[src/rtl/hpg_pkg.sv]
// ----------------------------------------------------------------------------
// hpg_pkg: shared constants and types for the Halton point generator
// Field widths, counter sizing, register indexes and lane control struct.
// ----------------------------------------------------------------------------
package hpg_pkg;

   localparam int HPG_INDEX_BITS = 20;
   localparam int HPG_FRAC_BITS  = 24;
   localparam int HPG_BASE_BITS  = 8;
   localparam int HPG_ACC_BITS   = HPG_INDEX_BITS + HPG_BASE_BITS;
   localparam int HPG_STEP_MAX   = (HPG_INDEX_BITS > HPG_FRAC_BITS) ?
                                   HPG_INDEX_BITS : HPG_FRAC_BITS;
   localparam int HPG_CNT_BITS   = $clog2(HPG_STEP_MAX);
   localparam int HPG_CSR_IDX_BITS = 2;

   localparam logic [HPG_BASE_BITS-1:0] HPG_BASE_MIN     = HPG_BASE_BITS'(2);
   localparam logic [HPG_BASE_BITS-1:0] HPG_BASE_X_RESET = HPG_BASE_BITS'(2);
   localparam logic [HPG_BASE_BITS-1:0] HPG_BASE_Y_RESET = HPG_BASE_BITS'(3);
   localparam logic [HPG_BASE_BITS-1:0] HPG_BASE_Z_RESET = HPG_BASE_BITS'(5);

   typedef enum logic [HPG_CSR_IDX_BITS-1:0] {
      CSR_BASE_X = 2'd0,
      CSR_BASE_Y = 2'd1,
      CSR_BASE_Z = 2'd2
   } csr_index_type;

   typedef struct packed {
      logic start;
      logic clear;
   } hpg_lane_ctl_type;

endpackage

[src/rtl/hpg_lane.sv]
// ----------------------------------------------------------------------------
// hpg_lane: radical inverse of one coordinate
// Bit-serial digit extraction by the base, digit reversal, then bit-serial
// long division of the reversed digits by base^digits into a fraction.
// ----------------------------------------------------------------------------
module hpg_lane import hpg_pkg::*; (
   input  logic                      clock,
   input  logic                      reset,
   input  hpg_lane_ctl_type          ctl,
   input  logic [HPG_BASE_BITS-1:0]  base,
   input  logic [HPG_INDEX_BITS-1:0] point_index,
   output logic                      done,
   output logic [HPG_FRAC_BITS-1:0]  frac
);

   typedef enum logic [2:0] {
      ST_IDLE,
      ST_DIGIT,
      ST_ACCUM,
      ST_FRAC,
      ST_DONE
   } state_type;

   state_type                 state_ff, state_in;
   logic [HPG_CNT_BITS-1:0]   cnt_ff, cnt_in;
   logic [HPG_BASE_BITS-1:0]  base_ff, base_in;
   logic [HPG_INDEX_BITS-1:0] quo_ff, quo_in;
   logic [HPG_BASE_BITS-1:0]  rem_ff, rem_in;
   logic [HPG_ACC_BITS-1:0]   rev_ff, rev_in;
   logic [HPG_ACC_BITS-1:0]   den_ff, den_in;
   logic [HPG_FRAC_BITS-1:0]  frac_ff, frac_in;

   logic [HPG_BASE_BITS:0]               div_trial, div_diff;
   logic                                 div_ge;
   logic [HPG_ACC_BITS:0]                frac_trial, frac_diff;
   logic                                 frac_ge;
   logic [HPG_ACC_BITS+HPG_BASE_BITS-1:0] rev_prod, den_prod;

   assign div_trial  = {rem_ff, quo_ff[HPG_INDEX_BITS-1]};
   assign div_ge     = div_trial >= {1'b0, base_ff};
   assign div_diff   = div_trial - {1'b0, base_ff};
   assign frac_trial = {rev_ff, 1'b0};
   assign frac_ge    = frac_trial >= {1'b0, den_ff};
   assign frac_diff  = frac_trial - {1'b0, den_ff};
   assign rev_prod   = rev_ff * base_ff;
   assign den_prod   = den_ff * base_ff;

   always_comb begin
      state_in = state_ff;
      cnt_in   = cnt_ff;
      base_in  = base_ff;
      quo_in   = quo_ff;
      rem_in   = rem_ff;
      rev_in   = rev_ff;
      den_in   = den_ff;
      frac_in  = frac_ff;
      unique case (state_ff)
         ST_IDLE: begin
            if (ctl.start) begin
               base_in  = (base < HPG_BASE_MIN) ? HPG_BASE_MIN : base;
               quo_in   = point_index;
               rem_in   = '0;
               rev_in   = '0;
               den_in   = HPG_ACC_BITS'(1);
               cnt_in   = '0;
               state_in = (point_index == '0) ? ST_FRAC : ST_DIGIT;
            end
         end
         ST_DIGIT: begin
            rem_in = div_ge ? div_diff[HPG_BASE_BITS-1:0] : div_trial[HPG_BASE_BITS-1:0];
            quo_in = {quo_ff[HPG_INDEX_BITS-2:0], div_ge};
            cnt_in = cnt_ff + 1'b1;
            if (cnt_ff == HPG_CNT_BITS'(HPG_INDEX_BITS - 1)) begin
               cnt_in   = '0;
               state_in = ST_ACCUM;
            end
         end
         ST_ACCUM: begin
            // append the digit below the reversed value
            rev_in   = rev_prod[HPG_ACC_BITS-1:0] + HPG_ACC_BITS'(rem_ff);
            den_in   = den_prod[HPG_ACC_BITS-1:0];
            rem_in   = '0;
            state_in = (quo_ff == '0) ? ST_FRAC : ST_DIGIT;
         end
         ST_FRAC: begin
            rev_in  = frac_ge ? frac_diff[HPG_ACC_BITS-1:0] : frac_trial[HPG_ACC_BITS-1:0];
            frac_in = {frac_ff[HPG_FRAC_BITS-2:0], frac_ge};
            cnt_in  = cnt_ff + 1'b1;
            if (cnt_ff == HPG_CNT_BITS'(HPG_FRAC_BITS - 1)) begin
               cnt_in   = '0;
               state_in = ST_DONE;
            end
         end
         ST_DONE: begin
            if (ctl.clear) begin
               state_in = ST_IDLE;
            end
         end
         default: begin
            state_in = ST_IDLE;
         end
      endcase
   end

   always_ff @(posedge clock) begin
      if (reset) begin
         state_ff <= ST_IDLE;
         cnt_ff   <= '0;
      end else begin
         state_ff <= state_in;
         cnt_ff   <= cnt_in;
      end
      base_ff <= base_in;
      quo_ff  <= quo_in;
      rem_ff  <= rem_in;
      rev_ff  <= rev_in;
      den_ff  <= den_in;
      frac_ff <= frac_in;
   end

   assign done = (state_ff == ST_DONE);
   assign frac = frac_ff;

   a_frac_below_den: assert property (@(posedge clock) disable iff (reset)
      (state_ff == ST_FRAC) |-> (rev_ff < den_ff))
      else $error("remainder not below denominator");

   a_digit_below_base: assert property (@(posedge clock) disable iff (reset)
      (state_ff == ST_ACCUM) |-> ((rem_ff < base_ff) && (base_ff >= HPG_BASE_MIN)))
      else $error("digit out of range for base");

   a_done_after_frac: assert property (@(posedge clock) disable iff (reset)
      $rose(done) |-> ($past(state_ff) == ST_FRAC))
      else $error("lane finished without division pass");

endmodule

[src/rtl/halton_point_generator.sv]
// ----------------------------------------------------------------------------
// halton_point_generator: three-axis Halton point coordinates
//
//   channel | direction | handshake          | payload
//   req     | in        | req_valid/stall    | req_point_index
//   rsp     | out       | rsp_valid/stall    | rsp_frac_x, rsp_frac_y, rsp_frac_z
//   csr     | in        | csr_valid/ready    | csr_index, csr_data
//
// The slowest axis sets the time per point: each base digit costs one
// bit-serial divide pass over the index, and the fraction one restoring
// division step per output bit.
// Reset restores bases 2, 3, 5 and empties the lanes and output register.
// A new point is taken while a finished result waits in the output register.
// ----------------------------------------------------------------------------
module halton_point_generator import hpg_pkg::*; (
   input  logic                        clock,
   input  logic                        reset,
   input  logic                        req_valid,
   output logic                        req_stall,
   input  logic [HPG_INDEX_BITS-1:0]   req_point_index,
   output logic                        rsp_valid,
   input  logic                        rsp_stall,
   output logic [HPG_FRAC_BITS-1:0]    rsp_frac_x,
   output logic [HPG_FRAC_BITS-1:0]    rsp_frac_y,
   output logic [HPG_FRAC_BITS-1:0]    rsp_frac_z,
   input  logic                        csr_valid,
   output logic                        csr_ready,
   input  logic [HPG_CSR_IDX_BITS-1:0] csr_index,
   input  logic [HPG_BASE_BITS-1:0]    csr_data
);

   logic [HPG_BASE_BITS-1:0] base_x_ff, base_y_ff, base_z_ff;
   logic                     busy_ff, rsp_valid_ff;
   logic [HPG_FRAC_BITS-1:0] frac_x_ff, frac_y_ff, frac_z_ff;

   hpg_lane_ctl_type         lane_ctl;
   logic [2:0]               lane_done;
   logic [HPG_FRAC_BITS-1:0] lane_frac_x, lane_frac_y, lane_frac_z;
   logic                     req_xfer, rsp_xfer, load_rsp;

   assign csr_ready = 1'b1;
   assign req_stall = busy_ff;
   assign req_xfer  = req_valid && !busy_ff;
   assign rsp_xfer  = rsp_valid_ff && !rsp_stall;
   assign load_rsp  = busy_ff && (&lane_done) && (!rsp_valid_ff || !rsp_stall);

   assign lane_ctl.start = req_xfer;
   assign lane_ctl.clear = load_rsp;

   always_ff @(posedge clock) begin
      if (reset) begin
         base_x_ff <= HPG_BASE_X_RESET;
         base_y_ff <= HPG_BASE_Y_RESET;
         base_z_ff <= HPG_BASE_Z_RESET;
      end else if (csr_valid && csr_ready) begin
         unique case (csr_index)
            CSR_BASE_X: base_x_ff <= csr_data;
            CSR_BASE_Y: base_y_ff <= csr_data;
            CSR_BASE_Z: base_z_ff <= csr_data;
            default:    ;
         endcase
      end
   end

   always_ff @(posedge clock) begin
      if (reset) begin
         busy_ff      <= 1'b0;
         rsp_valid_ff <= 1'b0;
      end else begin
         if (req_xfer) begin
            busy_ff <= 1'b1;
         end else if (load_rsp) begin
            busy_ff <= 1'b0;
         end
         if (load_rsp) begin
            rsp_valid_ff <= 1'b1;
         end else if (rsp_xfer) begin
            rsp_valid_ff <= 1'b0;
         end
      end
      if (load_rsp) begin
         frac_x_ff <= lane_frac_x;
         frac_y_ff <= lane_frac_y;
         frac_z_ff <= lane_frac_z;
      end
   end

   hpg_lane u_lane_x (
      .clock       (clock),
      .reset       (reset),
      .ctl         (lane_ctl),
      .base        (base_x_ff),
      .point_index (req_point_index),
      .done        (lane_done[0]),
      .frac        (lane_frac_x)
   );

   hpg_lane u_lane_y (
      .clock       (clock),
      .reset       (reset),
      .ctl         (lane_ctl),
      .base        (base_y_ff),
      .point_index (req_point_index),
      .done        (lane_done[1]),
      .frac        (lane_frac_y)
   );

   hpg_lane u_lane_z (
      .clock       (clock),
      .reset       (reset),
      .ctl         (lane_ctl),
      .base        (base_z_ff),
      .point_index (req_point_index),
      .done        (lane_done[2]),
      .frac        (lane_frac_z)
   );

   assign rsp_valid  = rsp_valid_ff;
   assign rsp_frac_x = frac_x_ff;
   assign rsp_frac_y = frac_y_ff;
   assign rsp_frac_z = frac_z_ff;

   a_lanes_not_done_after_start: assert property (@(posedge clock) disable iff (reset)
      req_xfer |=> (lane_done == 3'b000))
      else $error("lane done right after transfer in");

   a_done_only_when_busy: assert property (@(posedge clock) disable iff (reset)
      (lane_done != 3'b000) |-> busy_ff)
      else $error("lane done with no point in flight");

   a_idle_implies_result: assert property (@(posedge clock) disable iff (reset)
      (!reset && $past(!reset) && $fell(busy_ff)) |-> rsp_valid_ff)
      else $error("point retired without a result");

endmodule

[config.mk]
export PLATFORM = sky130hd
export DESIGN_NAME = halton_point_generator
export DESIGN_NICKNAME = d
export VERILOG_FILES = /design/src/rtl/hpg_pkg.sv /design/src/rtl/hpg_lane.sv /design/src/rtl/halton_point_generator.sv
export SDC_FILE = /design/constraint.sdc
export NUM_CORES = 2
export LEC_CHECK = 0
export BUFFER_PORTS_ARGS = -buffer_cell sky130_fd_sc_hd__clkbuf_2
export CAP_MARGIN = 0
export CORE_UTILIZATION = 55
export DETAILED_ROUTE_END_ITERATION = 10
export GPL_TIMING_DRIVEN = 1
export PLACE_DENSITY = 0.71
export SYNTH_ARGS = -nofsm -noshare
export SYNTH_HDL_FRONTEND = slang
export SYNTH_HIERARCHICAL = 1
export SYNTH_SLANG_ARGS = --single-unit
[constraint.sdc]
create_clock -name clock -period 7.9 [get_ports clock]
set_input_delay 0 -clock clock [delete_from_list [all_inputs] [get_ports clock]]
set_output_delay 0 -clock clock [all_outputs]
set_load 0.01 [all_outputs]
==> metrics.md <==
| Metric | Value |
|---|---|
| Status | finished, violations left |
| Failing checks | design-rule violations |
| Area delta synth->final | 7.19% |
| Fmax | roughly 150 MHz |
| Gr usage total | between 20% and 30% |
| Core area | 105,000 µm² |
| Mapped Cells | around 6,300 |
| Synthesized area per cell | slightly above 9 µm² |
| Most common cell after layout, fill and taps aside | inv_1 |
| Post-CTS Setup Bufs | 0 |
| Clock Latency Late Sink | a little under 0.7 ns |
| Final Cycle Share | between 80% and 90% |
| Number of synthesized flops with an enable pin | 420 |
| Slew HR | under 10% |
| Synth cell types | 106 |
| R2R depth | 18 |
| Min Tclk post-route | between 6 and 7 ns |
| CP Cell Sequence | clkinv_1 > buf_4 > nor2_1 > fa_1 > inv_1 > fa_1 > fa_1 > fa_1 > inv_1 > ha_1 > a21o_1 > a21oi_1 > nor3b_1 > a21oi_1 > a2111oi_2 > o21ai_0 > xnor2_1 > nor2_1 |
| Most frequent cells in the layout | inv_1 (1,107), fa_1 (819), nand2_1 (767), nor2_1 (511), and2_1 (457) |
| Worst Slack Setup Final | between 1 and 1.5 ns |
| # setup viols final | 0 |
| Final #Nets | ~7,600 |
| Primary FF master, synth | edfxtp_1 |
| Gr ovfl total | 0 |
| Crit Path Category | flop to flop |
| Worst-Margin Slew | 1.39 ns |
| Fillers | about 9,000 |
| Cell family with most CP delay | adder cells |
| CTS Sinks | 470 |
| # IOs | 110 |
| Final hold viol count | 0 |
| Warnings from Yosys | 6 |
| Syn_nets | roughly 7,500 |
| Signal arrival time at the worst endpoint | ~7.2 ns |
| Crit-path slowest cell | edfxtp_1 |
| Slowest stage delay, CP | 1.07 ns |
| Hold Crit Class | input port to flop |
| Antenna Violating Nets Remaining | 0 |
| Die height | 328 µm |
| Post-synth ARST share | 0% |
| Seq/Total Area, Yosys | a little under a quarter |
| CTS buffer count | 56 |
| Vias in the first global route | 45,600 |
| Final Skew | 0.0768 ns |
| Crit path max fanout | 27 |
| Critical Path RT | ~8.3 ns |
| Worst-path clk slew | 0.06 ns |
| Die footprint | about 110,000 µm² |
| Mean routed wirelength per cell | approximately 18 µm |
| Flop2flop setup slack | about 1.1 ns |
| Flops & latches, synth | between 400 and 500 |
| Dpl ws | 1.17 ns |
| Antenna violations before repair | 1 |
| Detailed placement HPWL | 110,000 µm |
| Leakage power | 28.7 nW |
| Critical path startpoint | u_lane_z/base_ff[3]$_SDFFCE_PN0P_ |
| Peak supply drop | 0.557 mV |
| Setup crit end kind | flop |
| Clk root buf | clkbuf_16 |
| Pwr/cell area | between 400 and 500 nW/µm² |
| CTS Buffer Depth | 3 |
| Drt via density | about 5.6 |
| H-Tree Depth | 2 |
| Maxcap violations | 0 |
| Port Buffers | ~110 |
| First-pass GRT wire length | ~240,000 µm |
| CP Buf/Inv Count | 4 |
| # rows | around 120 |
| Startpoint Class | flop |
| Post-Route Setup TNS | 0 ns |
| FF-to-FF End | u_lane_z/den_ff[25]$_SDFFCE_PN0P_ |
| Hold wc startpoint | csr_data[1] |
| CTS tree | yes |
| Cell mode on critical path | fa_1 |
| Remaining DRCs | 72 |
| Unrepaired setup endpoints after global routing | no |
| Drt first pass iters | 8 |
| DR vias | about 43,000 |
| Pins Over Slew Limit | 0 |
| Largest net degree at the start of global routing | 76 |
| DIE WIDTH | between 300 and 400 µm |
| Detailed Route WL | ~140,000 µm |
| Iteration-0 DRC Markers | a little over 3,000 |
| Ratio of cells with drive above 1 in the final layout | ~4.7% |
| Initial Utilization | roughly 55% |
| Gpl congestion | between 0.9 and 1 |
| CP endpoint | u_lane_z/den_ff[25]$_SDFFCE_PN0P_ |
| Worst r2r src | u_lane_z/base_ff[3]$_SDFFCE_PN0P_ |
| Crit. path cell count | 18 |
| Cell area after synthesis | a little under 60,000 µm² |
==> routing by layer <==
metal  global-route usage [%]  up-vias  share of wire [%]
li1                         -    20100                  -
met1                     37.5    21600                 43
met2                     45.3     1389                 48
met3                     4.47      206                7.3
met4                     6.02        0                1.9
met5                        0        -                  0
==> registers in the layout, indices dropped and copies added (netlist names), 8 cells and up <==
name              count
u_lane_y/den_ff      28
u_lane_y/frac        24
u_lane_z/den_ff      28
base_x_ff             8
u_lane_y/base_ff      8
rsp_frac_x           24
u_lane_y/rem_ff       8
u_lane_y/quo_ff      20
u_lane_x/base_ff      8
u_lane_z/base_ff      8
u_lane_y/rev_ff      28
u_lane_x/quo_ff      20
base_y_ff             8
u_lane_x/frac        24
u_lane_x/rev_ff      28
base_z_ff             8
u_lane_x/rem_ff       8
u_lane_z/frac        24
u_lane_x/den_ff      28
rsp_frac_y           24
rsp_frac_z           24
u_lane_z/rev_ff      28
u_lane_z/quo_ff      20
u_lane_z/rem_ff       8
==> worst reg2reg max path, delay by kind of cell (launching register included) <==
| family | cells | cell delay [ns] |
|---|---|---|
| adders and majority gates | 5 | 2.17 |
| AOI/OAI and AO/OA | 5 | 1.34 |
| buffers and inverters | 4 | 1.28 |
| DFF | 1 | 1.07 |
| and+or+nand+nor | 3 | 0.53 |
| xor gates and xnor gates | 1 | 0.16 |
==> synthesized netlist by cell type (all sizes together) (10+ instances only) <==
| master | count | area [µm²] |
|---|---|---|
| a211o | 13 | 114 |
| a211oi | 45 | 348 |
| a21boi | 11 | 82.6 |
| a21o | 68 | 512 |
| a21oi | 192 | 965 |
| a31oi | 23 | 159 |
| and2 | 460 | 2880 |
| and3 | 25 | 160 |
| buf | 32 | 240 |
| clkbuf | 177 | 667 |
| clkinv | 14 | 57.6 |
| dfxtp | 50 | 1000 |
| edfxtp | 420 | 12600 |
| fa | 819 | 16400 |
| ha | 387 | 4840 |
| inv | 1109 | 4160 |
| mux2i | 97 | 971 |
| nand2 | 768 | 2890 |
| nand2b | 69 | 447 |
| nand3 | 61 | 305 |
| nand4 | 26 | 163 |
| nor2 | 515 | 1930 |
| nor2b | 45 | 282 |
| nor3 | 60 | 300 |
| nor3b | 14 | 110 |
| nor4 | 48 | 300 |
| o2111ai | 10 | 87.6 |
| o211ai | 17 | 138 |
| o21a | 42 | 323 |
| o21ai | 169 | 865 |
| o21bai | 24 | 180 |
| o22ai | 43 | 269 |
| o31ai | 12 | 90.1 |
| or2 | 17 | 106 |
| or3 | 12 | 75.1 |
| xnor2 | 175 | 1530 |
| xor2 | 97 | 850 |
==> cell type report <==
class | instances | area (µm²) | area share [%]
Tap cell | 1391 | 1740 | 2.78
Multi-Input combinational cell | 4474 | 39800 | 63.4
Clock inverter | 32 | 474 | 0.756
Clock buffer | 70 | 1500 | 2.40
Sequential cell | 470 | 13600 | 21.7
Inverter | 1123 | 4220 | 6.73
Timing Repair Buffer | 201 | 1360 | 2.17
Antenna cell | 2 | 5.00 | 0.00798
==> power by group <==
group | internal, mW | switching, mW | leakage (nW)
Combinational | 8.43 | 11.2 | 23.3
Sequential | 3.02 | 0.381 | 4.38
Clock | 1.63 | 1.15 | 0.941
==> worst min path at each step <==
stage / to / cells after the start
2_1_floorplan: base_x_ff[0]$_SDFFE_PP0P_ / 2
3_3_place_gp: base_z_ff[1]$_SDFFE_PP0P_ / 3
3_5_place_dp: base_z_ff[1]$_SDFFE_PP0P_ / 3
4_1_cts: base_y_ff[1]$_SDFFE_PP1P_ / 4
5_1_grt: base_x_ff[0]$_SDFFE_PP0P_ / 4
6_report: base_y_ff[1]$_SDFFE_PP1P_ / 4
==> metrics by stage <==
step	hold WS, ns	area (µm²)	power [mW]	cells	utilization, %
after global routing	0.277	62700	28.8	7762	59.5
after CTS	0.229	62700	25.9	7761	59.5
after detailed placement	0.292	60300	22.8	7615	57.2
final	0.289	62700	25.8	7763	59.5
after global placement	0.267	60300	22.5	7615	57.2
after floorplan	0.155	58500	18.8	6276	-
==> logic make-up after synthesis <==
family	after synthesis	share of synthesized area, %
flip-flops	470	23.3
other	1	0.00641
XOR/XNOR	272	4.07
adder cells (fa/ha/maj)	1206	36.3
AO/OA/AOI/OAI	755	8.57
multiplexers	99	1.70
AND/OR/NAND/NOR	2141	17.3
buffers and inverters	1332	8.77
==> what timing repair did <==
item                                    CTS  global route
resized for setup                         0             0
hold buffers                             44             0
hold endpoints to repair                107             0
endpoints found under the setup margin    0             0
Power figures use the tool's default switching activity.
